[src/sv/fsc_pkg.sv]
// Shared types and constants for the frustum shape cull block.
package fsc_pkg;

  localparam int DATA_W  = 32;
  localparam int RAD_W   = 31;
  localparam int IDX_W   = 3;
  localparam int ROWS    = 3;
  localparam int CORNERS = 8;

  localparam logic [2:0] ACT_LOAD_PLANE = 3'd0;
  localparam logic [2:0] ACT_LOAD_ROW   = 3'd1;
  localparam logic [2:0] ACT_POINT      = 3'd2;
  localparam logic [2:0] ACT_SPHERE     = 3'd3;
  localparam logic [2:0] ACT_BOX        = 3'd4;
  localparam logic [2:0] ACT_CAPSULE    = 3'd5;

  localparam logic [1:0] KIND_POINT   = 2'd0;
  localparam logic [1:0] KIND_SPHERE  = 2'd1;
  localparam logic [1:0] KIND_BOX     = 2'd2;
  localparam logic [1:0] KIND_CAPSULE = 2'd3;

  localparam logic [1:0] LAST_COMP   = 2'd2;
  localparam logic [2:0] LAST_CORNER = 3'(CORNERS - 1);

  typedef enum logic [3:0] {
    DP_NOP,
    DP_LOAD,
    DP_CLR_ACC,
    DP_BIAS,
    DP_ROT_MAC,
    DP_ROT_STORE,
    DP_CTR_CORNER,
    DP_DIFF,
    DP_MAC_LO,
    DP_MAC_HI
  } dp_op_t;

  typedef struct packed {
    dp_op_t     op;
    logic [2:0] plane;
    logic [1:0] comp;
    logic [1:0] row;
    logic [2:0] corner;
  } dp_cmd_t;

  typedef struct packed {
    logic acc_neg;
  } dp_stat_t;

  typedef enum logic [3:0] {
    ST_IDLE,
    ST_START,
    ST_RCLR,
    ST_RMAC,
    ST_RSTORE,
    ST_PBIAS,
    ST_DIFF,
    ST_MLO,
    ST_MHI,
    ST_CHK,
    ST_OUT
  } state_t;

endpackage

[src/sv/fsc_ctrl.sv]
// Controller: sequences loads, corner rotation and plane tests, holds the result.
module fsc_ctrl #(
  parameter int NUM_PLANES = 6
) (
  input  logic              clk,
  input  logic              rst_n,
  input  logic              in_valid,
  input  logic [2:0]        in_action,
  output logic              in_ready,
  output logic              out_valid,
  input  logic              out_ready,
  output logic              inside_res,
  output logic [1:0]        test_kind,
  output fsc_pkg::dp_cmd_t  cmd,
  input  fsc_pkg::dp_stat_t stat
);

  fsc_pkg::state_t state_r, state_nxt;
  logic [2:0] plane_r, plane_nxt;
  logic [1:0] comp_r, comp_nxt;
  logic [1:0] row_r, row_nxt;
  logic [2:0] corner_r, corner_nxt;
  logic [1:0] kind_r, kind_nxt;
  logic       inside_r, inside_nxt;
  logic       is_test;

  assign is_test = (in_action >= fsc_pkg::ACT_POINT) && (in_action <= fsc_pkg::ACT_CAPSULE);

  always_ff @(posedge clk) begin
    if (!rst_n) begin
      state_r  <= fsc_pkg::ST_IDLE;
      plane_r  <= '0;
      comp_r   <= '0;
      row_r    <= '0;
      corner_r <= '0;
      kind_r   <= fsc_pkg::KIND_POINT;
      inside_r <= 1'b0;
    end else begin
      state_r  <= state_nxt;
      plane_r  <= plane_nxt;
      comp_r   <= comp_nxt;
      row_r    <= row_nxt;
      corner_r <= corner_nxt;
      kind_r   <= kind_nxt;
      inside_r <= inside_nxt;
    end
  end

  always_comb begin
    state_nxt  = state_r;
    plane_nxt  = plane_r;
    comp_nxt   = comp_r;
    row_nxt    = row_r;
    corner_nxt = corner_r;
    kind_nxt   = kind_r;
    inside_nxt = inside_r;
    in_ready   = 1'b0;
    out_valid  = 1'b0;
    cmd.op     = fsc_pkg::DP_NOP;
    cmd.plane  = plane_r;
    cmd.comp   = comp_r;
    cmd.row    = row_r;
    cmd.corner = corner_r;
    case (state_r)
      fsc_pkg::ST_IDLE: begin
        in_ready = 1'b1;
        if (in_valid) begin
          cmd.op = fsc_pkg::DP_LOAD;
          if (is_test) begin
            kind_nxt  = 2'(in_action - fsc_pkg::ACT_POINT);
            state_nxt = fsc_pkg::ST_START;
          end
        end
      end
      fsc_pkg::ST_START: begin
        plane_nxt  = '0;
        row_nxt    = '0;
        comp_nxt   = '0;
        corner_nxt = '0;
        if (kind_r[1]) begin
          state_nxt = fsc_pkg::ST_RCLR;
        end else begin
          cmd.op    = fsc_pkg::DP_CTR_CORNER;
          state_nxt = fsc_pkg::ST_PBIAS;
        end
      end
      fsc_pkg::ST_RCLR: begin
        cmd.op    = fsc_pkg::DP_CLR_ACC;
        comp_nxt  = '0;
        state_nxt = fsc_pkg::ST_RMAC;
      end
      fsc_pkg::ST_RMAC: begin
        cmd.op = fsc_pkg::DP_ROT_MAC;
        if (comp_r == fsc_pkg::LAST_COMP) begin
          state_nxt = fsc_pkg::ST_RSTORE;
        end else begin
          comp_nxt = comp_r + 2'd1;
        end
      end
      fsc_pkg::ST_RSTORE: begin
        cmd.op = fsc_pkg::DP_ROT_STORE;
        if (row_r == fsc_pkg::LAST_COMP) begin
          row_nxt   = '0;
          plane_nxt = '0;
          state_nxt = fsc_pkg::ST_PBIAS;
        end else begin
          row_nxt   = row_r + 2'd1;
          state_nxt = fsc_pkg::ST_RCLR;
        end
      end
      fsc_pkg::ST_PBIAS: begin
        cmd.op    = fsc_pkg::DP_BIAS;
        comp_nxt  = '0;
        state_nxt = fsc_pkg::ST_DIFF;
      end
      fsc_pkg::ST_DIFF: begin
        cmd.op    = fsc_pkg::DP_DIFF;
        state_nxt = fsc_pkg::ST_MLO;
      end
      fsc_pkg::ST_MLO: begin
        cmd.op    = fsc_pkg::DP_MAC_LO;
        state_nxt = fsc_pkg::ST_MHI;
      end
      fsc_pkg::ST_MHI: begin
        cmd.op = fsc_pkg::DP_MAC_HI;
        if (comp_r == fsc_pkg::LAST_COMP) begin
          state_nxt = fsc_pkg::ST_CHK;
        end else begin
          comp_nxt  = comp_r + 2'd1;
          state_nxt = fsc_pkg::ST_DIFF;
        end
      end
      fsc_pkg::ST_CHK: begin
        if (stat.acc_neg) begin
          if (kind_r[1] && corner_r != fsc_pkg::LAST_CORNER) begin
            corner_nxt = corner_r + 3'd1;
            row_nxt    = '0;
            state_nxt  = fsc_pkg::ST_RCLR;
          end else begin
            inside_nxt = 1'b0;
            state_nxt  = fsc_pkg::ST_OUT;
          end
        end else if (plane_r == 3'(NUM_PLANES - 1)) begin
          inside_nxt = 1'b1;
          state_nxt  = fsc_pkg::ST_OUT;
        end else begin
          plane_nxt = plane_r + 3'd1;
          state_nxt = fsc_pkg::ST_PBIAS;
        end
      end
      fsc_pkg::ST_OUT: begin
        out_valid = 1'b1;
        if (out_ready) begin
          state_nxt = fsc_pkg::ST_IDLE;
        end
      end
      default: begin
        state_nxt = fsc_pkg::ST_IDLE;
      end
    endcase
  end

  assign inside_res = inside_r;
  assign test_kind  = kind_r;

endmodule

[config.mk]
export PLATFORM = sky130hd
export DESIGN_NAME = fsc_ctrl
export DESIGN_NICKNAME = d
export VERILOG_FILES = /design/src/sv/fsc_pkg.sv /design/src/sv/fsc_ctrl.sv
export SDC_FILE = /design/constraint.sdc
export NUM_CORES = 1
export LEC_CHECK = 0
export BUFFER_PORTS_ARGS = -buffer_cell sky130_fd_sc_hd__buf_2
export CAP_MARGIN = 5
export CORE_MARGIN = 2
export CORE_UTILIZATION = 48
export CTS_CLUSTER_DIAMETER = 80
export DETAILED_ROUTE_END_ITERATION = 16
export PLACE_DENSITY = 0.87
export SETUP_SLACK_MARGIN = 0.1
export SLEW_MARGIN = 0
export SYNTH_ARGS = -nofsm -noshare
export SYNTH_HDL_FRONTEND = slang
export SYNTH_SLANG_ARGS = --single-unit
[constraint.sdc]
create_clock -name clk -period 1.4 [get_ports clk]
set_input_delay 0.28 -clock clk [delete_from_list [all_inputs] [get_ports clk]]
set_output_delay 0.28 -clock clk [all_outputs]
set_load 0.01 [all_outputs]
Word-level counts from Yosys, hierarchy flattened

Cells that the tools add are included.
Widths: inputs -> output; s select.

Word-level logic and storage cells: 87
Flip-flop bits (word level): 17
Output and inout bits: 19

Reductions and logical operators: 16
$lt $le $gt $ge: 2
Add/subtract/negate cells: 5
Muxes and demuxes: 32
Equality and inequality tests: 25

Operators by type and width:

| operator            | number |
|---|---|
| $pmux 4 s11         | 1 |
| $pmux 4 s9          | 1 |
| $mux 4              | 8 |
| $mux 3              | 8 |
| $ne 2x2->1 const B  | 11 |
| $eq 4x3->1 const B  | 4 |
| $eq 4x4->1 const B  | 3 |
| $reduce_and 3->1    | 4 |
| $pmux 3 s3          | 1 |
| $eq 4x2->1 const B  | 2 |
| $mux 2              | 4 |
| $reduce_and 4->1    | 2 |
| $add 3x1->3 const B | 2 |
| $mux 1              | 6 |
| $pmux 2 s3          | 1 |
| $pmux 3 s2          | 1 |
| $reduce_bool 2->1   | 3 |
| $add 2x1->2 const B | 2 |
| $eq 2x2->1 const B  | 2 |
| $eq 4x1->1 const B  | 1 |
| $logic_not 4->1     | 1 |
| $pmux 2 s2          | 1 |
| $eq 3x3->1 const B  | 1 |
| $ge 3x2->1 const B  | 1 |
| 8 further kinds     | 9 |

Logic depth before layout (Yosys ltp)

Depth in word-level cells: 5
Gate-level depth with buffers: 7

Worst setup path after synthesis

No wires, ideal clock.

Path kind: flip-flop to flip-flop
From: reg corner_r[0]
To: reg corner_r[0]
Setup slack: -0.166 ns
Cell stages (with the launch flop): 8
Arrival time: 1.496 ns
Required time: 1.330 ns
Period minus slack after synthesis: 1.566 ns
Setup time: 0.070 ns
Cells stage by stage: dfxtp_1 ha_1 ha_1 nand3b_1 nand2_1 nand3_2 or3_1 a21boi_1

Cells in the longest elaborated chain, start to end: 4

RTL lines:

| element                                               | RTL line                         | source |
|---|---|---|
| start: declaration                                    | fsc_ctrl.sv:22                   | `logic [2:0] corner_r, corner_nxt;` |
| start signal: assignment                              | fsc_ctrl.sv:43                   | `corner_r <= corner_nxt;` |
| $add 3x1->3 / $ne 3x3->1 (equally long branches)      | fsc_ctrl.sv:136, fsc_ctrl.sv:135 |  |
| $mux 3 / $logic_and 1x1->1 (equally long branches)    | fsc_ctrl.sv:135                  | `if (kind_r[1] && corner_r != fsc_pkg::LAST_CORNER) begin` |
| $mux 3 / $ne 2x2->1 (equally long branches)           | n/a                              |  |
| $pmux 3 s2 / $reduce_and 3->1 (equally long branches) | n/a                              |  |

Several ways; a longest one is shown, not always the timed one. The select of a mux whose other input is x is not followed.
A chain may end at the register's enable or synchronous reset.

==> flow_summary.yaml <==
final_layout:
  finalNetCount: 248
  drive_gt1_share_pct: 60.3
  areaGrowthSynthToFinish_pct: 74.8
  fillers: 115
  layout.cells.non_filler: 264
  diodes: 0
yosys:
  ys.flop_type: "dfxtp_1"
  synth_top_area_cell: "dfxtp_1"
  netlist_instances: 161
  ys_seq_area_share_pct: 28.1
  synthTopCellsByArea: "dfxtp_1 28%, nand2_1 7.4%, ha_1 5.2%, a21oi_1 4.5%, nand2b_1 4.1%"
  synth_most_common_cell: "nand2_1"
  ys_warn_count: 0
  synth_edf_count: 0
  synth_common_cells: "24 x nand2_1, 17 x dfxtp_1, 11 x a21oi_1"
  synth.distinct_cells: 44
  synth_top_area_share_pct: 28.1
  syn_avg_cell_area_um2: 7.52
  synthArstFlopShare_pct: 0
  ys_ff_latch: 17
  netlist_area_um2: 1210
  syn-num-nets: 174
global_routing:
  grt_pass1_wl_mm: 7.09
  grt_pass1_vias: 1491
  grt_overflow: 0
  grt_usage_pct: 33.8
  grt_max_degree: 12
  antenna_found_initial: 0
sta:
  slew_viol_final: 0
  fin_worst_skew_ps: 5.44
  clock.fmax_ghz: 0.586
  fin_crit_ps: 1710
  setup_ws_ps: -306
  fin_tns_setup_ps: -2030
  whs_ps: 231
  fin_crit_sh_pct: 122
  finalSetupViolCount: 20
  slew_headroom_pct: 75.5
  rsz0062_at_grt: "yes"
  worst_pin_slew_ps: 364
  hold_violations: 0
flow_run:
  max_cap_violations: 0
worst_hold_path:
  min_to: "test_kind[0]$_SDFFE_PN0P_"
  worstHoldPathType: "primary input to flop"
  worstHoldStart: "in_action[0]"
  whs_path_depth: 3
critical_path:
  rr_endpoint: "state_r[0]$_SDFFE_PN0P_"
  cp_max_fo: 7
  critPathSlowestCell: "dfxtp_4"
  path_cells: "buf_8 -> and3b_1 -> nand2_1 -> nand2_1 -> buf_2"
  r2r-start: "comp_r[0]$_SDFFE_PN0P_"
  required_ps: 1120
  regToRegSetupSlack_ps: -140
  cpPeakStageDelay_ps: 420
  critPathMostFrequentCell: "nand2_1"
  crit_arrival_ps: 1430
  path_buf_inv: 2
  reg2reg_depth: 7
  crit_type: "flop to output pin"
  cp-end-kind: "output pin"
  cp-start-kind: "flop"
  critPathTopFamily: "simple AND/OR/NAND/NOR gates"
route:
  routed_wl_mm: 5.12
  ant_nets: 0
  via_per_inst: 5.98
  drc_errors: 0
  drt-initial-drc-count: 70
  first_pass_iters: 4
  vias: 1578
  wl_per_cell_um: 19.4
clock_network:
  clk_latency_ps: 290
  clock_path_buffers: 2
  root_buffer: "clkbuf_4"
  tritoncts: "yes"
  cts_sinks: 17
  hold_buffers: 0
  cts_buffers: 3
  clkTransAtPathRegs_ps: 110
  cts_max_level: 1
status:
  outcome: "complete, but fails checks"
  failed_checks: "setup timing"
power:
  p_leak_nw: 0.906
  p_total_mw: 1.62
  ir_worst_vdd_mv: 0.797
  power.density_nw_per_um2: 765
floorplanning:
  num_io_pins: 27
  start_util_pct: 49.8
  die_x_um: 54.2
  rows: 18
  chipHeight_um: 54.2
  die_area_um2: 2940
  core_um2: 2430
placed_design:
  place_ws_ps: -106
  port_buffers: 26
  place.gp.congestion: 0.936
  dp.cells: 239
  place_hpwl_mm: 2.81
[worst max path at each step]
stage	start	end	slack, ps	depth (start not counted)
final	state_r[1]$_SDFFE_PN0P_	cmd[13]	-310	5
after global routing	state_r[1]$_SDFFE_PN0P_	cmd[13]	-300	5
after CTS	state_r[1]$_SDFFE_PN0P_	cmd[10]	-180	5
after detailed placement	corner_r[0]$_SDFFE_PN0P_	corner_r[0]$_SDFFE_PN0P_	-110	7
after global placement	state_r[0]$_SDFFE_PN0P_	state_r[0]$_SDFFE_PN0P_	-50	5
after floorplan	corner_r[0]$_SDFFE_PN0P_	corner_r[0]$_SDFFE_PN0P_	-80	7
[worst min-delay path, delay by kind of cell]
family          cells  cell delay [ps]
buf+inv             1              100
simple gates        1               50
compound gates      1               50
[kinds of logic after synthesis]
kind of cell	share of synthesized area (%)
adder cells (fa/ha/maj)	5.17
AND/OR/NAND/NOR	35.6
flip-flops	28.1
AO/OA/AOI/OAI	23.9
XOR/XNOR	0.723
multiplexers	0.826
buffers and inverters	5.68
[where the power goes]
| part | total [mW] | internal (mW) | switching [mW] |
|---|---|---|---|
| combinational | 0.815 | 0.438 | 0.377 |
| clock | 0.274 | 0.111 | 0.164 |
| sequential | 0.530 | 0.496 | 0.0334 |
| total | 1.62 | 1.05 | 0.574 |
[timing repair]
item                                    4_1_cts  5_1_grt
pin swaps                                    27       11
endpoints found under the setup margin       23       23
resized for setup                            40       35
buffers inserted                             21        1
[final cells by class]
class / count / area (µm²) / area share (%)
multi-input cells: 130 / 1070 / 50.5
repair buffers: 78 / 599 / 28.3
flip-flops and latches: 17 / 365 / 17.3
well taps: 30 / 37.5 / 1.77
clock buffers: 4 / 26.3 / 1.24
inverters: 5 / 18.8 / 0.887
[layout by cell type, fill, tap and decap left out, drive strengths merged, types with 4 or more instances in the layout]
cell type  count
nand3b         4
and2           5
nand3          5
buf           78
ha             5
a31oi          4
dfxtp         17
nor2b          5
a21oi         11
nand2         24
clkbuf         4
a21boi         4
nor2          11
nand2b         8
o21ai         11
inv            5
[sequential cells by signal, indices dropped and copies added, names as in the netlist]
| signal | cells |
|---|---|
| state_r | 4 |
| row_r | 2 |
| plane_r | 3 |
| inside_res | 1 |
| test_kind | 2 |
| comp_r | 2 |
| corner_r | 3 |
[stage by stage]
| stage | instance area, µm² | util, % |
|---|---|---|
| global placement | 1630 | 67.1 |
| floorplan | 1280 | - |
| finish | 2120 | 87.0 |
| CTS | 1970 | 80.8 |
| global route | 2120 | 87.0 |
| detailed placement | 1630 | 67.1 |
[per-layer routing]
layer / part of all wire, % / vias to the layer above / GRT usage (%)
met4: 4.0 / 0 / 13.8
li1: - / 717 / -
met3: 8.8 / 22 / 5.46
met2: 51 / 110 / 61.0
met5: 0 / - / 0
met1: 36 / 729 / 39.3
(Power assumes the default switching activity.)
